==> src/design/bst_pkg.sv <==
`default_nettype none
package bst_pkg;

	localparam int NUM_CALLERS_DEF      = 16;
	localparam int SLOTS_PER_CALLER_DEF = 8;
	localparam int QUEUE_LAST_INDEX_DEF = 16;

	localparam logic [1:0] OP_CREATE = 2'd0;
	localparam logic [1:0] OP_UP     = 2'd1;
	localparam logic [1:0] OP_DOWN   = 2'd2;
	localparam logic [1:0] OP_CLOSE  = 2'd3;

	localparam logic [1:0] STS_OK      = 2'd0;
	localparam logic [1:0] STS_ERR     = 2'd1;
	localparam logic [1:0] STS_SUSPEND = 2'd2;

	typedef struct packed {
		logic [1:0]         operation;
		logic [3:0]         caller_id;
		logic signed [31:0] sem_descriptor;
	} req_t;

	typedef struct packed {
		logic [1:0]         status;
		logic signed [31:0] echo_descriptor;
		logic               wake_valid;
		logic [3:0]         wake_id;
	} rsp_t;

	typedef enum logic [2:0] {
		S_IDLE,
		S_RD,
		S_CMP,
		S_EXEC,
		S_QWAIT,
		S_DONE
	} state_t;

	typedef struct packed {
		logic accept;
		logic rd;
		logic cmp;
		logic exec;
		logic qfin;
		logic load;
	} cmd_t;

	typedef struct packed {
		logic scan_last;
		logic need_qwait;
		logic out_free;
	} sts_t;

endpackage
`default_nettype wire

==> src/design/bst_ctrl.sv <==
`default_nettype none
module bst_ctrl (
	input  wire logic          clk,
	input  wire logic          arst_n,
	input  wire logic          req_valid,
	output logic               req_ready,
	input  wire bst_pkg::sts_t sts,
	output bst_pkg::cmd_t      cmd
);
	bst_pkg::state_t state_q, state_nx;

	always_ff @(posedge clk or negedge arst_n) begin
		if (!arst_n)
			state_q <= bst_pkg::S_IDLE;
		else
			state_q <= state_nx;
	end

	always_comb begin
		state_nx = state_q;
		case (state_q)
			bst_pkg::S_IDLE:  if (req_valid) state_nx = bst_pkg::S_RD;
			bst_pkg::S_RD:    state_nx = bst_pkg::S_CMP;
			bst_pkg::S_CMP:   state_nx = sts.scan_last ? bst_pkg::S_EXEC : bst_pkg::S_RD;
			bst_pkg::S_EXEC:  state_nx = sts.need_qwait ? bst_pkg::S_QWAIT : bst_pkg::S_DONE;
			bst_pkg::S_QWAIT: state_nx = bst_pkg::S_DONE;
			bst_pkg::S_DONE:  if (sts.out_free) state_nx = bst_pkg::S_IDLE;
			default:          state_nx = bst_pkg::S_IDLE;
		endcase
	end

	always_comb begin
		cmd       = '0;
		req_ready = 1'b0;
		case (state_q)
			bst_pkg::S_IDLE: begin
				req_ready  = 1'b1;
				cmd.accept = req_valid;
			end
			bst_pkg::S_RD:    cmd.rd = 1'b1;
			bst_pkg::S_CMP:   cmd.cmp = 1'b1;
			bst_pkg::S_EXEC:  cmd.exec = 1'b1;
			bst_pkg::S_QWAIT: cmd.qfin = 1'b1;
			bst_pkg::S_DONE:  cmd.load = sts.out_free;
			default: ;
		endcase
	end
endmodule
`default_nettype wire

==> config.mk <==
export PLATFORM = sky130hd
export DESIGN_NAME = bst_ctrl
export DESIGN_NICKNAME = d
export VERILOG_FILES = /design/src/design/bst_pkg.sv /design/src/design/bst_ctrl.sv
export SDC_FILE = /design/constraint.sdc
export NUM_CORES = 1
export LEC_CHECK = 0
export ABC_AREA = 0
export BUFFER_PORTS_ARGS = -buffer_cell sky130_fd_sc_hd__buf_2
export CAP_MARGIN = 30
export CORE_AREA = 10 10 47 49
export DETAILED_ROUTE_END_ITERATION = 10
export DIE_AREA = 0 0 57 59
export GPL_ROUTABILITY_DRIVEN = 1
export HOLD_SLACK_MARGIN = 0.12
export PLACE_DENSITY = 0.42
export SETUP_SLACK_MARGIN = 0.02
export SKIP_CTS_REPAIR_TIMING = 1
export SLEW_MARGIN = 25
export SYNTH_ARGS = -nofsm -noshare
export SYNTH_HDL_FRONTEND = slang
export SYNTH_SLANG_ARGS = --single-unit
==> constraint.sdc <==
create_clock -name clk -period 1.3 [get_ports clk]
set_input_delay 0.39 -clock clk [delete_from_list [all_inputs] [get_ports clk]]
set_output_delay 0.39 -clock clk [all_outputs]
set_load 0.1 [all_outputs]
==> results of run 1 <==
[synth_stat cells]
cell type	number	area share (%)
nand2_1	4	7.2
nor2_1	4	7.2
dfrtp_1	3	36
a21oi_1	2	4.8
buf_6	2	11
nand2b_1	2	6.0
a211o_1	1	4.2
and2_1	1	3.0
nand3b_1	1	3.6
nor3_2	1	4.8
nor3b_1	1	3.6
nor3b_2	1	6.0
o21ai_1	1	2.4
[per-layer routing]
layer  track usage [%]  vias up
li1                  -      122
met1             4.147      111
met2             6.512        6
met3             1.073        2
met4             7.047        0
met5                 0        -
[cell usage in the layout, fill, tap and decap left out, types with 2 or more instances in the layout]
cell      count
a21oi_1       2
buf_12        7
buf_2         5
buf_4         6
clkbuf_4      3
dfrtp_2       3
nand2_1       4
nor2_4        3
[worst paths after layout]
kind	startpoint	to	slack, ns	cells after the start
worst max-delay path	state_q[1]	cmd[1]	-0.35	3
worst min-delay path	sts[2]	state_q[1]	0.43	3
worst max register to register	state_q[1]	state_q[0]	0.26	4
worst min register to register	state_q[1]	state_q[1]	0.65	2
max in group asynchronous	arst_n	state_q[1]	0.70	2
min in group asynchronous	arst_n	state_q[2]	0.48	2
[critical path: cells and delay by family, from the launching register on]
| family | cells | cell delay [ns] |
|---|---|---|
| simple gates | 1 | 0.22 |
| flops | 1 | 0.45 |
| buf+inv | 2 | 0.37 |
[layout make-up]
cell class,count,area [um^2]
clock buffers,4,26.28
fillers,144,895.9
multi-input cells,19,160.2
flip-flops and latches,3,78.83
well taps,16,20.02
repair buffers,19,220.2
[stage by stage]
stage          TNS, ns  setup WS, ns
2_1_floorplan   -3.604       -0.8677
3_3_place_gp   -0.5469       -0.1174
3_5_place_dp   -0.5864       -0.1325
4_1_cts         -2.347       -0.3835
5_1_grt         -2.326       -0.4067
6_report        -1.955       -0.3530
[logic make-up after synthesis]
| logic type | synth area share (%) |
|---|---|
| AND/OR/NAND/NOR | 41.56 |
| AO/OA/AOI/OAI | 11.44 |
| flip-flops | 36.14 |
| buffers and inverters | 10.84 |
==> results.cfg, run 1 <==
[placement]
placed_cells = 56
dp_hpwl_um = 558.8
numPortBuffers = 12
gp_congestion = 0.7517
placed_area_um2 = 455.4

[route]
drc = 0
drtIter0Drc = 2
via_count = 241
wl_met2_um = 406
wl_met3_um = 18
drt_pass1_iterations = 3
wl_met1_um = 245
top_layer = met4
avgViaCountPerCell = 3.951
final_antenna_net_count = 0
wl_per_cell_um = 11.31
wl_um = 690

[timing]
whs_ns = 0.4339
finClkSkew_ns = 0.002002
worstMarginPinSlew_ns = 0.2268
max_freq_ghz = 0.6050
setup_violations = 7
rsz0062_at_grt = true
fin_ws_ns = -0.3530
finalCritPeriodShare_pct = 127.2
max_slew_margin_pct = 84.81
min_period_ns = 1.653
slew_violations = 0
hold_viol_final = 0

[synth]
yosysWarnings = 0
seq_area_frac_synth_pct = 36.14
syn_area_um2 = 207.7
syn_inst = 24
syn-num-nets = 30
avgSynthCellArea_um2 = 8.654
ys_types = 13
ys_ff_latch = 3

[clock_network]
clock_latency_ns = 0.23
cts_buffer_depth = 2
htree_num_levels = 1
cts_inserted_buffers = 3
cts_num_sinks = 3
cts_tree = built
cts_root_buf = clkbuf_4
path_clk_slew_ns = 0.03

[floorplan]
die_h_um = 59
initial_core_util_pct = 14.82
die_area_um2 = 3363
coreArea_um2 = 1401
placement_rows = 14
pin_count = 13
die_w_um = 57

[worst_setup_path]
critPathSlowestCell = dfrtp_2
endpoint_kind = output port
max_stage_delay_ns = 0.45
cp_max_fo = 7
worstPathRequired_ns = 0.91
crit_chain = buf_4 -> nor3b_4 -> buf_12
critPathKind = flip-flop to output port
cp_data_arrival_time_ns = 1.26
setup.worst_path.start_class = flip-flop

[cells_and_area]
nets = 52
antenna_cells = 0
reg.largest.list = state_q x3
largest_reg_flops = 3
final_cell_area_um2 = 505.5
drive_gt1_share_pct = 71.11
final-instance-count-excl-fill = 61
area.growth.synth_to_final_pct = 143.4
regMostFlops = state_q
fin_util_pct = 36.07

[run_status]
status = complete, but fails checks
violations = negative setup slack

[hold_path]
holdCritPathClass = input port to flip-flop

[grt]
grt_pass1_wl_mm = 1.124
grt_pass1_vias = 270
grt_max_degree = 8
antenna_found_initial = 0
grt_overflow_total = 0
grt_util_all_layers_pct = 4.447

[job]
max_cap_violations = 0
Power of run 1 is not shown: default switching activity piles up to over one toggle a cycle in this logic, so the estimate is an artifact.
==> run 2, diff against run 1 <==
--- a/config.mk
+++ b/config.mk
@@ -5,7 +5,7 @@
 export SDC_FILE = /design/constraint.sdc
 export NUM_CORES = 1
 export LEC_CHECK = 0
-export ABC_AREA = 0
+export ABC_AREA = 1
 export BUFFER_PORTS_ARGS = -buffer_cell sky130_fd_sc_hd__buf_2
 export CAP_MARGIN = 30
 export CORE_AREA = 10 10 47 49
@@ -13,7 +13,6 @@
 export DIE_AREA = 0 0 57 59
 export GPL_ROUTABILITY_DRIVEN = 1
 export HOLD_SLACK_MARGIN = 0.12
-export PLACE_DENSITY = 0.42
 export SETUP_SLACK_MARGIN = 0.02
 export SKIP_CTS_REPAIR_TIMING = 1
 export SLEW_MARGIN = 25
==> results.cfg, run 2 <==
[cells_and_area]
largest_reg_flops = 3
nets = 61
regArea_um2 = 78.83
final_common_cell = buf_12
drive_gt1_share_pct = 74.07
regMostFlops = state_q
layout_common_cells = buf_12 (7), buf_4 (6), buf_2 (5)
reg.largest.list = state_q x3
antenna_cells = 0
n_fill_cell = 146
final-instance-count-excl-fill = 70
area.growth.synth_to_final_pct = 143.6
multiInputGateArea_um2 = 143.9

[synth]
synth_top_area_share_pct = 33.15
synth_top_cell_by_area = dfrtp_1
avgSynthCellArea_um2 = 7.305
netlist_top_cells_area = dfrtp_1 (33%), inv_1 (12%), nand3_1 (8.8%)
synth-edff-count = 0
synth.most_common_cell = inv_1
async_flop_share_pct = 100.0
yosys_most_used_dff = dfrtp_1
syn-num-nets = 37
seq_area_frac_synth_pct = 33.15
yosys-top-cells-count = inv_1 (7), inv_2 (4), nand3_1 (4), dfrtp_1 (3)
yosysWarnings = 0
ys_types = 14
syn_inst = 31
syn_area_um2 = 226.5
ys_ff_latch = 3

[worst_setup_path]
cp_max_fo = 6
r2r_slack_ns = 0.25
endpoint_kind = output port
timing.rr.end = state_q[0]
cp_data_arrival_time_ns = 1.22
worstPathRequired_ns = 0.91
setup.worst_path.start_class = flip-flop
r2r-start = state_q[1]
worstRegToRegCells = 5
critPathKind = flip-flop to output port

[clock_network]
cts_root_buf = clkbuf_4
cts_tree = built
cts_num_sinks = 3
cts_inserted_buffers = 3
clock_latency_ns = 0.24
path_clk_slew_ns = 0.04
cts_buffer_depth = 2
htree_num_levels = 1

[hold_path]
worstHoldPathCells = 2
hold_path_end = state_q[1]
holdCritPathClass = input port to flip-flop
min-delay-start = sts[2]

[grt]
grt_overflow_total = 0
grt_max_degree = 8
grt_pass1_wl_mm = 1.207
antenna_found_initial = 0
grt_util_all_layers_pct = 4.581
grt_pass1_vias = 318

[timing]
finalCritPeriodShare_pct = 123.9
max_freq_ghz = 0.6209
worstMarginPinSlew_ns = 0.2068
setup_violations = 7
fin_ws_ns = -0.3107
slew_violations = 0
max_slew_margin_pct = 86.17
whs_ns = 0.3630
min_period_ns = 1.611
rsz0062_at_grt = true
hold_viol_final = 0
finClkSkew_ns = 0.002605

[run_status]
violations = negative setup slack
status = complete, but fails checks

[route]
wl_met3_um = 72
avgViaCountPerCell = 3.900
wl_met1_um = 252
drtIter0Drc = 0
wl_um = 670
top_layer = met4
final_antenna_net_count = 0
wl_per_cell_um = 9.571
wl_met2_um = 329
drc = 0
drt_pass1_iterations = 1
via_count = 273

[placement]
pre_cts_slack_ns = -0.1285
numPortBuffers = 12
dp_hpwl_um = 569.4
placed_cells = 63
gp_congestion = 0.7185

[floorplan]
die_area_um2 = 3363
pin_count = 13
die_h_um = 59
initial_core_util_pct = 16.16
placement_rows = 14
die_w_um = 57
coreArea_um2 = 1401

[job]
max_cap_violations = 0
## run 2: cell count changes after synthesis, sizes merged, moves of 2 or more
cell / change
nand2: -2
nand2b: -2
nand3: +6
buf: -2
a21oi: -2
nor3b: -2
inv: +11
## run 2: critical path, stage by stage (launching register included)
cell	delay [ns]
dfrtp_2	0.45
nor2_4	0.15
nand2_2	0.09
nor2_4	0.11
buf_12	0.18
## run 2: metrics by stage
stage	setup TNS, ns	util (%)	area [um^2]
4_1_cts	-2.343	36.43	510.5
6_report	-1.978	39.38	551.8
5_1_grt	-2.368	39.38	551.8
3_5_place_dp	-0.5171	34.55	484.2
2_1_floorplan	-1.420	-	269.0
3_3_place_gp	-0.3988	34.55	484.2
## run 2: worst max-delay path by stage
stage	from	endpoint	slack (ns)	cells after the start
floorplan	state_q[2]	cmd[4]	-0.36	1
global placement	state_q[1]	cmd[5]	-0.1	4
detailed placement	state_q[0]	cmd[5]	-0.13	4
CTS	state_q[0]	cmd[5]	-0.39	4
global route	state_q[0]	cmd[5]	-0.37	4
finish	state_q[0]	cmd[5]	-0.31	4
## run 2: cells by family (layout without fill, tap and decap cells)
family	count (synthesis)	in the layout	share of synthesized area, %
compound gates	4	4	11.60
simple gates	13	13	37.02
flops	3	3	33.15
buf+inv	11	34	18.23
## run 2: routing by layer
| layer | track usage, % | vias to the layer above |
|---|---|---|
| li1 | - | 142 |
| met1 | 4.038 | 117 |
| met2 | 6.977 | 12 |
| met3 | 2.575 | 2 |
| met4 | 5.034 | 0 |
| met5 | 0 | - |
## run 2: area by class of cell
| cell class | count | share of cell area (%) |
|---|---|---|
| Timing Repair Buffer | 19 | 39.91 |
| Multi-Input combinational cell | 17 | 26.08 |
| Sequential cell | 3 | 14.29 |
| Inverter | 11 | 11.34 |
| Clock buffer | 4 | 4.762 |
| Tap cell | 16 | 3.628 |
Power of run 2 is left out for the same reason.
==> run 3, diff against run 2 <==
==> constraint.sdc (replaced) <==
create_clock -name clk -period 2 [get_ports clk]
set_input_delay 0.6 -clock clk [delete_from_list [all_inputs] [get_ports clk]]
set_output_delay 0.6 -clock clk [all_outputs]
set_load 0.1 [all_outputs]
==> results.cfg, run 3 (same netlist as run 2, synthesis figures left out) <==
[timing]
fin_ws_ns = 0.1289
min_period_ns = 1.871
rsz0062_at_grt = false
finalCritPeriodShare_pct = 93.55
max_slew_margin_pct = 82.16
max_freq_ghz = 0.5344
setup_violations = 0
whs_ns = 0.1586
hold_viol_final = 0
slew_violations = 0
worstMarginPinSlew_ns = 0.2677
finClkSkew_ns = 0.002226

[placement]
numPortBuffers = 12
placed_area_um2 = 427.9
dp_hpwl_um = 515.3
pre_cts_slack_ns = 0.3295
gp_congestion = 0.6558

[worst_setup_path]
cp_data_arrival_time_ns = 1.27
endpoint_kind = output port
cp_max_fo = 6
setup.worst_path.start_class = flip-flop
critPathKind = flip-flop to output port
worstPathRequired_ns = 1.40
timing.rr.end = state_q[1]
r2r-start = state_q[2]
r2r_slack_ns = 1.00
worstRegToRegCells = 4

[floorplan]
initial_core_util_pct = 16.16
coreArea_um2 = 1401
die_w_um = 57
placement_rows = 14
die_h_um = 59
pin_count = 13
die_area_um2 = 3363

[clock_network]
clock_latency_ns = 0.23
cts_num_sinks = 3
htree_num_levels = 1
cts_buffer_depth = 2
cts_inserted_buffers = 3
cts_root_buf = clkbuf_4
path_clk_slew_ns = 0.04
cts_tree = built

[cells_and_area]
largest_reg_flops = 3
fin_util_pct = 32.50
drive_gt1_share_pct = 57.45
antenna_cells = 0
regMostFlops = state_q
layout_common_cells = inv_1 (7), buf_12 (7), buf_2 (5)
n_fill_cell = 158
reg.largest.list = state_q x3
area.growth.synth_to_final_pct = 101.1
final_cell_area_um2 = 455.4
nets = 54

[run_status]
status = finished clean

[grt]
grt_pass1_vias = 260
grt_pass1_wl_mm = 1.090
grt_util_all_layers_pct = 4.149
antenna_found_initial = 0
grt_max_degree = 8
grt_overflow_total = 0

[route]
final_antenna_net_count = 0
drc = 0
drt_pass1_iterations = 4
drtIter0Drc = 5
wl_per_cell_um = 9.254
avgViaCountPerCell = 3.857
via_count = 243
wl_um = 583

[hold_path]
holdCritPathClass = input port to asynchronous set/reset pin

[job]
max_cap_violations = 0
[run 3: worst max-delay path by stage]
stage               cells past startpoint      to        from
floorplan                               3  cmd[5]  state_q[1]
global placement                        4  cmd[5]   req_valid
detailed placement                      4  cmd[5]   req_valid
CTS                                     4  cmd[5]  state_q[1]
global route                            4  cmd[5]  state_q[0]
finish                                  4  cmd[5]  state_q[0]
[run 3: cell type report]
class                           instances  area [um^2]  share of cell area, %
Multi-Input combinational cell         17        126.4                  27.75
Timing Repair Buffer                   12        165.2                  36.26
Tap cell                               16        20.02                  4.396
Sequential cell                         3        76.32                  16.76
Clock buffer                            4        26.28                  5.769
Inverter                               11        41.29                  9.066
[run 3: critical path, cell delays in order, from the launching register on]
cell and delay, ns:
dfrtp_1 0.44, nor2_2 0.18, nand2_1 0.09, nor2_2 0.13, buf_12 0.19
[run 3: per-stage QoR]
step / setup TNS, ns / std cells
after global routing: 0 / 63
final: 0 / 63
after floorplan: -0.07697 / 31
after detailed placement: 0 / 59
after CTS: 0 / 63
after global placement: 0 / 59
[run 3: per-layer routing]
metal | vias up | GRT usage [%] | part of all wire [%]
met5 | - | 0 | 0
met4 | 0 | 3.020 | 0
met3 | 0 | 3.863 | 11
met2 | 9 | 5.426 | 44
met1 | 104 | 4.038 | 45
li1 | 130 | - | -
Power of run 3 is left out for the same reason.
